<file path="src/rtl/core/nth_root_bisection_top_assert.svh">
// Assertion macros shared by the nth root bisection RTL.
`ifndef NTH_ROOT_BISECTION_TOP_ASSERT_SVH
`define NTH_ROOT_BISECTION_TOP_ASSERT_SVH

// Same-cycle implication, sampled on clk_i and disabled during reset.
`define NRB_ASSERT_IMP(lbl, ante, cons) \
  lbl: assert property (@(posedge clk_i) disable iff (!rst_ni) (ante) |-> (cons)) \
    else $error("nrb: same-cycle check failed");

// Next-cycle implication, sampled on clk_i and disabled during reset.
`define NRB_ASSERT_NXT(lbl, ante, cons) \
  lbl: assert property (@(posedge clk_i) disable iff (!rst_ni) (ante) |=> (cons)) \
    else $error("nrb: next-cycle check failed");

`endif

</file>
<file path="src/rtl/core/nrb_pkg.sv">
// Package with the microcode format, program and datapath constants.
`default_nettype none

package nrb_pkg;

  localparam int unsigned PC_W      = 4;
  localparam int unsigned RAD_W     = 32;
  localparam int unsigned EXP_W     = 4;
  localparam int unsigned TOL_W     = 31;
  localparam int unsigned BND_W     = 34;
  localparam int unsigned POW_W     = 48;
  localparam int unsigned HALF_W    = 24;
  localparam int unsigned MA_W      = 25;
  localparam int unsigned PROD_W    = 57;
  localparam int unsigned FULL_W    = 80;

  localparam logic [PC_W-1:0] STEP_DONE = 4'd0;
  localparam logic [PC_W-1:0] STEP_IDLE = 4'd1;
  localparam logic [PC_W-1:0] STEP_CHK  = 4'd2;
  localparam logic [PC_W-1:0] STEP_MID  = 4'd3;
  localparam logic [PC_W-1:0] STEP_LOOP = 4'd4;
  localparam logic [PC_W-1:0] STEP_MLO  = 4'd5;
  localparam logic [PC_W-1:0] STEP_MHI  = 4'd6;
  localparam logic [PC_W-1:0] STEP_ACC  = 4'd7;
  localparam logic [PC_W-1:0] STEP_CMP  = 4'd8;

  typedef enum logic [3:0] {
    OP_NOP,
    OP_DONE,
    OP_IDLE,
    OP_CHK,
    OP_MID,
    OP_LOOP,
    OP_MLO,
    OP_MHI,
    OP_ACC,
    OP_CMP
  } op_e;

  typedef enum logic [2:0] {
    COND_NONE,
    COND_ALWAYS,
    COND_IN_IDLE,
    COND_GAP_OK,
    COND_CNT_ZERO,
    COND_OUT_BUSY
  } cond_e;

  typedef struct packed {
    op_e             op;
    cond_e           cond;
    logic [PC_W-1:0] target;
  } ucode_t;

  typedef struct packed {
    logic in_valid;
    logic gap_ok;
    logic cnt_zero;
    logic out_busy;
  } flags_t;

  // A taken condition jumps to the target; otherwise the program falls through.
  function automatic ucode_t ucode_rom(input logic [PC_W-1:0] pc);
    ucode_t w;
    unique case (pc)
      STEP_DONE: w = '{op: OP_DONE, cond: COND_OUT_BUSY, target: STEP_DONE};
      STEP_IDLE: w = '{op: OP_IDLE, cond: COND_IN_IDLE,  target: STEP_IDLE};
      STEP_CHK:  w = '{op: OP_CHK,  cond: COND_GAP_OK,   target: STEP_DONE};
      STEP_MID:  w = '{op: OP_MID,  cond: COND_NONE,     target: STEP_MID};
      STEP_LOOP: w = '{op: OP_LOOP, cond: COND_CNT_ZERO, target: STEP_CMP};
      STEP_MLO:  w = '{op: OP_MLO,  cond: COND_NONE,     target: STEP_MLO};
      STEP_MHI:  w = '{op: OP_MHI,  cond: COND_NONE,     target: STEP_MHI};
      STEP_ACC:  w = '{op: OP_ACC,  cond: COND_ALWAYS,   target: STEP_LOOP};
      STEP_CMP:  w = '{op: OP_CMP,  cond: COND_ALWAYS,   target: STEP_CHK};
      default:   w = '{op: OP_NOP,  cond: COND_ALWAYS,   target: STEP_IDLE};
    endcase
    return w;
  endfunction

endpackage

`default_nettype wire

</file>
<file path="src/rtl/core/nrb_if.sv">
// Valid/ready channel interfaces for the input and result transactions.
`default_nettype none

interface nrb_in_if;
  logic               valid;
  logic               ready;
  logic signed [31:0] radicand;
  logic        [3:0]  exponent;

  modport source (output valid, output radicand, output exponent, input ready);
  modport sink   (input valid, input radicand, input exponent, output ready);
endinterface

interface nrb_out_if;
  logic               valid;
  logic               ready;
  logic signed [31:0] root_value;
  logic               no_real_root;

  modport source (output valid, output root_value, output no_real_root, input ready);
  modport sink   (input valid, input root_value, input no_real_root, output ready);
endinterface

`default_nettype wire

</file>
<file path="src/rtl/core/nth_root_bisection_top.sv">
// Top level of the fixed-point nth root by bisection, datapath and sequencer.
//
// Computes the exponent-th root of a signed Q16.16 radicand by bisection between
// -max(|x|, 1.0) and +max(|x|, 1.0), one transaction at a time. In each bisection pass,
// every fixed-point multiply runs as two 25x32 partial products on one shared multiplier
// plus a combine and saturate step, n times, where n is the clamped exponent. The number
// of passes is at most 32 and shrinks as the tolerance grows. A new radicand is taken
// while the previous result still waits in the output register.
`default_nettype none

module nth_root_bisection_top #(
  parameter int unsigned MaxExponent = 15,
  parameter int unsigned FracBits    = 16
) (
  input  wire logic        clk_i,
  input  wire logic        rst_ni,
  input  wire logic        cfg_we_i,
  input  wire logic [30:0] cfg_wdata_i,
  nrb_in_if.sink           in_i,
  nrb_out_if.source        out_o
);
  import nrb_pkg::*;

  localparam int unsigned CntW = $clog2(MaxExponent + 1);

  localparam logic signed [FULL_W-1:0] PowMax = FULL_W'(48'sh7FFF_FFFF_FFFF);
  localparam logic signed [FULL_W-1:0] PowMin = -(FULL_W'(48'sh7FFF_FFFF_FFFF)) - FULL_W'(1);

  ucode_t ucode;
  flags_t flags;

  logic [TOL_W-1:0]         tol_q;
  logic                     out_valid_q;
  logic signed [RAD_W-1:0]  out_root_q;
  logic                     out_nrr_q;

  logic signed [RAD_W-1:0]  x_q;
  logic [CntW-1:0]          n_q;
  logic [CntW-1:0]          cnt_q;
  logic                     nrr_q;
  logic signed [BND_W-1:0]  lo_q;
  logic signed [BND_W-1:0]  hi_q;
  logic signed [RAD_W-1:0]  mid_q;
  logic signed [POW_W-1:0]  p_q;
  logic signed [PROD_W-1:0] m_q;
  logic signed [PROD_W-1:0] acc_q;

  logic [TOL_W-1:0]         tol_eff;
  logic signed [BND_W-1:0]  gap;
  logic signed [BND_W-1:0]  one_b;
  logic signed [BND_W-1:0]  x_ext;
  logic signed [BND_W-1:0]  x_abs;
  logic signed [BND_W-1:0]  bound;
  logic [CntW-1:0]          n_in;
  logic signed [BND_W-1:0]  sum_b;
  logic signed [MA_W-1:0]   mul_a;
  logic signed [PROD_W-1:0] mul_p;
  logic signed [FULL_W-1:0] full;
  logic signed [FULL_W-1:0] shifted;
  logic signed [POW_W-1:0]  p_sat;
  logic                     out_busy;

  nrb_sequencer u_seq (
    .clk_i   (clk_i),
    .rst_ni  (rst_ni),
    .flags_i (flags),
    .ucode_o (ucode)
  );

  always_comb begin
    tol_eff  = (tol_q == '0) ? TOL_W'(1) : tol_q;
    gap      = hi_q - lo_q;
    one_b    = BND_W'(1) <<< FracBits;
    x_ext    = BND_W'(in_i.radicand);
    x_abs    = x_ext[BND_W-1] ? -x_ext : x_ext;
    bound    = (x_abs > one_b) ? x_abs : one_b;
    n_in     = (32'(in_i.exponent) > MaxExponent) ? CntW'(MaxExponent)
                                                  : CntW'(in_i.exponent);
    sum_b    = lo_q + hi_q;
    mul_a    = (ucode.op == OP_MHI) ? {p_q[POW_W-1], p_q[POW_W-1:HALF_W]}
                                    : {1'b0, p_q[HALF_W-1:0]};
    mul_p    = PROD_W'(mul_a) * PROD_W'(mid_q);
    full     = FULL_W'(acc_q) + (FULL_W'(m_q) <<< HALF_W);
    shifted  = full >>> FracBits;
    if (shifted > PowMax) begin
      p_sat = PowMax[POW_W-1:0];
    end else if (shifted < PowMin) begin
      p_sat = PowMin[POW_W-1:0];
    end else begin
      p_sat = shifted[POW_W-1:0];
    end
    out_busy = out_valid_q && !out_o.ready;
  end

  always_comb begin
    flags.in_valid = in_i.valid;
    flags.gap_ok   = $unsigned(gap) <= BND_W'(tol_eff);
    flags.cnt_zero = (cnt_q == '0);
    flags.out_busy = out_busy;
  end

  assign in_i.ready = (ucode.op == OP_IDLE);

  always_ff @(posedge clk_i or negedge rst_ni) begin
    if (!rst_ni) begin
      tol_q       <= TOL_W'(1);
      out_valid_q <= 1'b0;
    end else begin
      if (cfg_we_i) begin
        tol_q <= cfg_wdata_i;
      end
      if (ucode.op == OP_DONE && !out_busy) begin
        out_valid_q <= 1'b1;
      end else if (out_o.ready) begin
        out_valid_q <= 1'b0;
      end
    end
  end

  always_ff @(posedge clk_i) begin
    unique case (ucode.op)
      OP_IDLE: begin
        if (in_i.valid) begin
          x_q   <= in_i.radicand;
          n_q   <= n_in;
          nrr_q <= in_i.radicand[RAD_W-1] && !n_in[0];
          lo_q  <= -bound;
          hi_q  <= bound;
          mid_q <= '0;
        end
      end
      OP_MID: begin
        mid_q <= sum_b[RAD_W:1];
        p_q   <= POW_W'(1) <<< FracBits;
        cnt_q <= n_q;
      end
      OP_MLO: begin
        m_q <= mul_p;
      end
      OP_MHI: begin
        acc_q <= m_q;
        m_q   <= mul_p;
      end
      OP_ACC: begin
        p_q   <= p_sat;
        cnt_q <= cnt_q - CntW'(1);
      end
      OP_CMP: begin
        if (p_q < POW_W'(x_q)) begin
          lo_q <= BND_W'(mid_q);
        end else begin
          hi_q <= BND_W'(mid_q);
        end
      end
      OP_DONE: begin
        if (!out_busy) begin
          out_root_q <= mid_q;
          out_nrr_q  <= nrr_q;
        end
      end
      default: ;
    endcase
  end

  assign out_o.valid        = out_valid_q;
  assign out_o.root_value   = out_root_q;
  assign out_o.no_real_root = out_nrr_q;

`include "nth_root_bisection_top_assert.svh"

  `NRB_ASSERT_IMP(a_bounds_ordered, ucode.op != OP_IDLE, lo_q < hi_q)
  `NRB_ASSERT_NXT(a_accept_starts, in_i.valid && in_i.ready, ucode.op == OP_CHK)
  `NRB_ASSERT_IMP(a_mul_needs_count, ucode.op == OP_MLO, cnt_q != '0)

endmodule

`default_nettype wire

</file>
<file path="src/rtl/core/nrb_sequencer.sv">
// Microcode sequencer: step counter, program ROM and conditional jumps.
`default_nettype none

module nrb_sequencer (
  input  wire logic            clk_i,
  input  wire logic            rst_ni,
  input  wire nrb_pkg::flags_t flags_i,
  output nrb_pkg::ucode_t      ucode_o
);
  import nrb_pkg::*;

  logic [PC_W-1:0] pc_q;
  logic [PC_W-1:0] pc_d;
  ucode_t          word;
  logic            taken;

  always_comb begin
    word = ucode_rom(pc_q);
    unique case (word.cond)
      COND_NONE:     taken = 1'b0;
      COND_ALWAYS:   taken = 1'b1;
      COND_IN_IDLE:  taken = !flags_i.in_valid;
      COND_GAP_OK:   taken = flags_i.gap_ok;
      COND_CNT_ZERO: taken = flags_i.cnt_zero;
      COND_OUT_BUSY: taken = flags_i.out_busy;
      default:       taken = 1'b1;
    endcase
    pc_d = taken ? word.target : pc_q + PC_W'(1);
  end

  always_ff @(posedge clk_i or negedge rst_ni) begin
    if (!rst_ni) begin
      pc_q <= STEP_IDLE;
    end else begin
      pc_q <= pc_d;
    end
  end

  assign ucode_o = word;

endmodule

`default_nettype wire

</file>
<file path="src/flat_wrapper.sv">
// flat-port wrapper written by rule: the top's interface ports become plain ports
module nth_root_bisection_top_flat import nrb_pkg::*;
#(
  parameter int unsigned MaxExponent = 15,
  parameter int unsigned FracBits    = 16
)
  (clk_i, rst_ni, cfg_we_i, cfg_wdata_i, in_i_valid, in_i_radicand, in_i_exponent, in_i_ready, out_o_valid, out_o_root_value, out_o_no_real_root, out_o_ready);
  nrb_in_if in_i_i ();
  nrb_out_if out_o_i ();
  input  wire logic clk_i;
  input  wire logic rst_ni;
  input  wire logic cfg_we_i;
  input  wire logic [30:0] cfg_wdata_i;
  input wire logic [$bits(in_i_i.valid)-1:0] in_i_valid;
  input wire logic [$bits(in_i_i.radicand)-1:0] in_i_radicand;
  input wire logic [$bits(in_i_i.exponent)-1:0] in_i_exponent;
  output wire logic [$bits(in_i_i.ready)-1:0] in_i_ready;
  output wire logic [$bits(out_o_i.valid)-1:0] out_o_valid;
  output wire logic [$bits(out_o_i.root_value)-1:0] out_o_root_value;
  output wire logic [$bits(out_o_i.no_real_root)-1:0] out_o_no_real_root;
  input wire logic [$bits(out_o_i.ready)-1:0] out_o_ready;
  assign in_i_i.valid = in_i_valid;
  assign in_i_i.radicand = in_i_radicand;
  assign in_i_i.exponent = in_i_exponent;
  assign in_i_ready = in_i_i.ready;
  assign out_o_valid = out_o_i.valid;
  assign out_o_root_value = out_o_i.root_value;
  assign out_o_no_real_root = out_o_i.no_real_root;
  assign out_o_i.ready = out_o_ready;
  nth_root_bisection_top #(.MaxExponent(MaxExponent), .FracBits(FracBits)) u_core (.clk_i(clk_i), .rst_ni(rst_ni), .cfg_we_i(cfg_we_i), .cfg_wdata_i(cfg_wdata_i), .in_i(in_i_i), .out_o(out_o_i));
endmodule
</file>
<file path="config.mk">
export PLATFORM = sky130hd
export DESIGN_NAME = nth_root_bisection_top_flat
export DESIGN_NICKNAME = d
export VERILOG_FILES = /design/src/rtl/core/nrb_pkg.sv /design/src/rtl/core/nrb_if.sv /design/src/rtl/core/nth_root_bisection_top.sv /design/src/rtl/core/nrb_sequencer.sv /design/src/flat_wrapper.sv
export VERILOG_INCLUDE_DIRS = /design/src /design/src/rtl/core
export SDC_FILE = /design/constraint.sdc
export NUM_CORES = 2
export LEC_CHECK = 0
export BUFFER_PORTS_ARGS = -buffer_cell sky130_fd_sc_hd__buf_2
export CAP_MARGIN = 20
export CORE_ASPECT_RATIO = 0.9
export CORE_MARGIN = 2
export CORE_UTILIZATION = 60
export DETAILED_ROUTE_END_ITERATION = 6
export GPL_ROUTABILITY_DRIVEN = 0
export PLACE_DENSITY = 0.86
export REMOVE_ABC_BUFFERS = 1
export SLEW_MARGIN = 20
export SYNTH_ARGS = -nofsm -noshare
export SYNTH_HDL_FRONTEND = slang
export SYNTH_HIERARCHICAL = 1
export SYNTH_SLANG_ARGS = --single-unit
</file>
<file path="constraint.sdc">
create_clock -name clk_i -period 12.6 [get_ports clk_i]
set_input_delay 0 -clock clk_i [delete_from_list [all_inputs] [get_ports clk_i]]
set_output_delay 0 -clock clk_i [all_outputs]
set_load 0.05 [all_outputs]
</file>
Yosys cells after proc, flatten, opt, wreduce, memory -nomap -nowiden
Memory sizes are Yosys's and may differ from the RTL's.
Cells that the tools add are included.
{"block": "op_classes", "addsub": 7, "multipliers": 1, "div_mod_pow": 0, "order_cmp": 5, "eq_ne": 14, "shifts": 0, "n_mux": 20, "n_bitwise": 1, "reduce_logical": 20}
{"cell": "$mux 34", "n": 6}
{"cell": "$pmux 34 s2", "n": 2}
{"cell": "$mux 48", "n": 2}
{"cell": "$pmux 48 s2", "n": 1}
{"cell": "$add 57x80->80", "n": 1}
{"cell": "$gt 64x48->1 const B", "n": 1}
{"cell": "$lt 64x48->1 const B", "n": 1}
{"cell": "$pmux 32 s2", "n": 1}
{"cell": "$mul 25x32->57", "n": 1}
{"cell": "$lt 48x32->1", "n": 1}
{"cell": "$gt 34x18->1 const B", "n": 1}
{"cell": "$le 34x31->1", "n": 1}
{"cell": "$neg 32->34", "n": 1}
{"cell": "$neg 34->34", "n": 1}
{"cell": "$sub 34x34->34", "n": 1}
{"cell": "$add 33x33->33", "n": 1}
{"cell": "$mux 32", "n": 1}
{"cell": "$logic_not 31->1", "n": 1}
{"cell": "$mux 31", "n": 1}
{"cell": "$mux 25", "n": 1}
{"cell": "$eq 4x3->1 const B", "n": 3}
{"cell": "$eq 4x4->1 const B", "n": 2}
{"cell": "$pmux 4 s2", "n": 1}
{"cell": "$reduce_bool 2->1", "n": 4}
{"cell": "19 further kinds", "n": 31}
{"block": "word_totals", "regBits": 372, "latch_bits": 0, "ramBits": 0, "mem_bits_ro": 176, "output_inout_bits": 35, "mem_count": 1}
{"memory": "(no name shown)", "depth": 16, "word_bits": 11, "rd": 1, "rd_ports_with_merged_regs": 0, "write_ports": 0, "line_no": "nrb_pkg.sv:65", "rtl": "unique case (pc)"}

Longest topological paths before layout
{"block": "logic_depth", "depth_word": 7, "depth_mapped": 39, "mapped_depth_nobuf": 36}

Hierarchy
The synthesis kept the hierarchy.
{"module": "nth_root_bisection_top", "instances": 1, "cells_each": 5324, "area_per_inst_um2": 50891.3, "seq_area_each_um2": 10411.2}
{"module": "nrb_sequencer", "instances": 1, "cells_each": 54, "area_per_inst_um2": 494.2, "seq_area_each_um2": 101.3}

Least setup slack after synthesis
OpenSTA, ideal clock, no wires.
{"block": "synth_timing", "path_type": "register to register", "from": "reg u_core.u_seq.pc_q[0]", "to": "reg u_core.m_q[53], data pin", "setup_ps": 195, "t_arrival_ps": 13794, "t_required_ps": 12405, "path_slack_ps": -1389, "path_stages_with_launch": 36, "path_cell_list": "dfstp_2 inv_1 ha_1 nor2b_1 nand2_1 nor2_1 nand2_1 inv_2 buf_1 nand2_1 nand2_1 clkbuf_1 nand2_1 fa_1 fa_1 inv_1 fa_1 fa_1 fa_1 fa_1 inv_1 fa_1 inv_1 ha_1 a21o_1 a21o_1 a21oi_1 o21ai_0 and3_1 a221oi_1 o21ai_0 nand3_1 nand3_1 a21oi_1 or4b_2 o311ai_0"}
{"item": "start: declaration", "line_no": "nrb_sequencer.sv:12", "rtl": "logic [PC_W-1:0] pc_q;"}
{"item": "start signal: assignment", "line_no": "nrb_sequencer.sv:35", "rtl": "pc_q <= pc_d;"}
{"item": "end signal: assignment", "line_no": "nth_root_bisection_top.sv:138", "rtl": "m_q <= mul_p;"}
{"item": "end signal: assignment", "line_no": "nth_root_bisection_top.sv:142", "rtl": "m_q <= mul_p;"}
{"item": "end: declaration", "line_no": "nth_root_bisection_top.sv:45", "rtl": "logic signed [PROD_W-1:0] m_q;"}

==> out/qor.log <==
qor: status.status finished with violations
qor: status.violations DRC
qor: grt.globalRoute.busiestLayer met2
qor: detailed_routing.vias 39625
qor: sta.tightestPinTransition 1070 ps
qor: sta.setup_violations 0
qor: die.floorplan.core_area 0.0845 mm^2
qor: synth.syn-cell-area 0.0514 mm^2
qor: min_path.min_path_type primary input to asynchronous set/reset pin
qor: setup_path.worst_r2r_endpoint u_core/m_q[53]
qor: die.io_pins 107
qor: grt.global_route.usage.met3 6.97%
qor: setup_path.critical-path-max-stage-delay 750 ps
qor: sta.relSlewSlack 28.6%
qor: setup_path.critPathKind flop to flop
qor: setup_path.ff2ff_setup_slack 810 ps
qor: sta.finalCriticalPeriod 11790 ps
qor: sta.report.final.slew_viol_count 0
qor: setup_path.cp_max_fo 32
qor: placed_design.dp.cells 6423
qor: sta.final_hold_viol_count 0
qor: grt.number_of_antenna_violations_at_the_first_check_in_global_routing 10
qor: setup_path.endpoint_kind flop
qor: setup_path.startpoint u_core/u_seq/pc_q[0]
qor: setup_path.cp_data_required_time 12950 ps
qor: clock_tree.cts.sink_count 356
qor: grt.globalRouteMet1Util 38.2%
qor: die.floorplan.die.width 312 um
qor: grt.grt_pass1_vias 41746
qor: synth.yosys_warnings 6
qor: sta.holdWs 41.1 ps
qor: sta.timing.fmax 0.0848 GHz
qor: sta.layout_worst_path_cycle_share 93.5%
qor: die.initial_utilization 60.8%
qor: die.rows 101
qor: finish.final_cell_count_without_fillers 6580
qor: synth.postSynthCellCount 5376
qor: sta.clock-skew-final 51.3 ps
qor: clock_tree.htree_num_levels 2
qor: clock_tree.cts-buffers-inserted 43
qor: detailed_routing.wl_per_cell 21.1 um
qor: setup_path.r2r-start u_core/u_seq/pc_q[0]
qor: placed_design.dp_hpwl 105 mm
qor: setup_path.critical_path.endpoint u_core/m_q[53]
qor: clock_tree.cts.root.buffer_cell sky130_fd_sc_hd__clkbuf_16
qor: sta.unrepaired_setup_endpoints_after_global_routing no
qor: grt.grtUsageTotal 32.0%
qor: clock_tree.max-clock-path-buffers 3
qor: detailed_routing.dr.first_iter.drc_count 4166
qor: detailed_routing.first_pass_iters 7
qor: die.die_height 282 um
qor: setup_path.crit_path_top_delay_cell sky130_fd_sc_hd__mux2_2
qor: clock_tree.clk_lat_worst_skew 610 ps
qor: grt.gr_util_met2 53.4%
qor: setup_path.crit_arrival 12140 ps
qor: grt.grt_overflow_total 0
qor: finish.syn_to_final_growth 7.34%
qor: placed_design.buffer_ports.inserted 106
qor: grt.grt_start_max_net_pins 62
qor: detailed_routing.drt_wl_total 139 mm
qor: setup_path.timing.critical_path.from_type flop
qor: clock_tree.cts.repair.resized 0
qor: finish.nets 6665
qor: clock_tree.cts_tree built
qor: clock_tree.clk_pin_slew_worst_paths 60 ps
qor: synth.postSynthAreaPerCell 9.56 um^2
qor: finish.most_frequent_standard_cell_in_the_layout_excluding_fill_and_tap_cells sky130_fd_sc_hd__inv_1
qor: detailed_routing.routed_via_density 6.02
qor: finish.most-common-layout-cells sky130_fd_sc_hd__inv_1, sky130_fd_sc_hd__fa_1, sky130_fd_sc_hd__nand2_1
qor: finish.layout-drive-gt1-share 5.99%
qor: setup_path.rr_worst_depth 35
qor: clock_tree.postCtsSetupBuffers 0
qor: detailed_routing.route.detailed.drc 1
qor: detailed_routing.antenna_left 0
qor: run.maxCapViolCount 0
qor: die.fp.dieArea 0.0880 mm^2
qor: grt.grt_pass1_wl 220 mm
[per-stage QoR]
step / cell area [um^2] / worst slack, ps / TNS [ps] / util [%]
after floorplan: 50400 / -1110 / -10930 / -
after global placement: 52900 / 1460 / 0 / 62.6
after detailed placement: 52900 / 1130 / 0 / 62.6
after CTS: 55000 / 1050 / 0 / 65.1
after global routing: 55100 / 266 / 0 / 65.2
final: 55100 / 814 / 0 / 65.2
[layout make-up]
| cell class | instances | area, um^2 |
|---|---|---|
| multi-input combinational | 3759 | 36200 |
| antenna | 8 | 20.0 |
| inverter | 1010 | 3790 |
| clock buffer | 50 | 1100 |
| fill | 6096 | 29400 |
| sequential | 356 | 10500 |
| clock inverter | 26 | 347 |
| timing repair buffer | 238 | 1750 |
| tap | 1133 | 1420 |
[critical path, delay by kind of cell (launching register included)]
| kind | cells | cell delay (ps) |
|---|---|---|
| multiplexers | 1 | 750 |
| AND/OR/NAND/NOR | 9 | 2450 |
| flip-flops | 1 | 590 |
| AO/OA/AOI/OAI | 8 | 2360 |
| adder cells (fa/ha/maj) | 9 | 4320 |
| buffers and inverters | 8 | 1010 |
[flip-flops by register name, indices dropped and copies added (netlist names)]
name and flops:
u_core/nrr_q 1, u_core/out_o.valid 1, u_core/n_q 4, u_core/out_o.no_real_root 1, u_core/mid_q 32, u_core/u_seq/pc_q 4
u_core/p_q 48, u_core/acc_q 41, u_core/cnt_q 4, u_core/tol_q 31, u_core/out_o.root_value 32, u_core/x_q 32
u_core/m_q 57, u_core/lo_q 34, u_core/hi_q 34
[worst min-delay path by stage]
| stage | to | cells past startpoint | start | slack [ps] |
|---|---|---|---|---|
| floorplan | u_core/out_o.valid | 0 | rst_ni | -300 |
| global placement | u_core/tol_q[1] | 1 | rst_ni | 140 |
| detailed placement | u_core/tol_q[3] | 1 | rst_ni | 150 |
| CTS | u_core/tol_q[20] | 3 | cfg_we_i | 20 |
| global route | u_core/n_q[1] | 2 | in_i_exponent[1] | 90 |
| finish | u_core/tol_q[3] | 2 | rst_ni | 40 |
[routing by layer]
metal | vias to the layer above | share of wire [%]
met3 | 649 | 11
met5 | - | 0.019
met1 | 19305 | 35
li1 | 17182 | -
met2 | 2485 | 47
met4 | 4 | 7.2
[repair_timing]
action,4_1_cts,5_1_grt
hold endpoints to repair,128,9
hold buffers,69,1
endpoints found under the setup margin,0,0
Power is not shown: default switching activity piles up to over one toggle a cycle in this logic, so the estimate is an artifact.
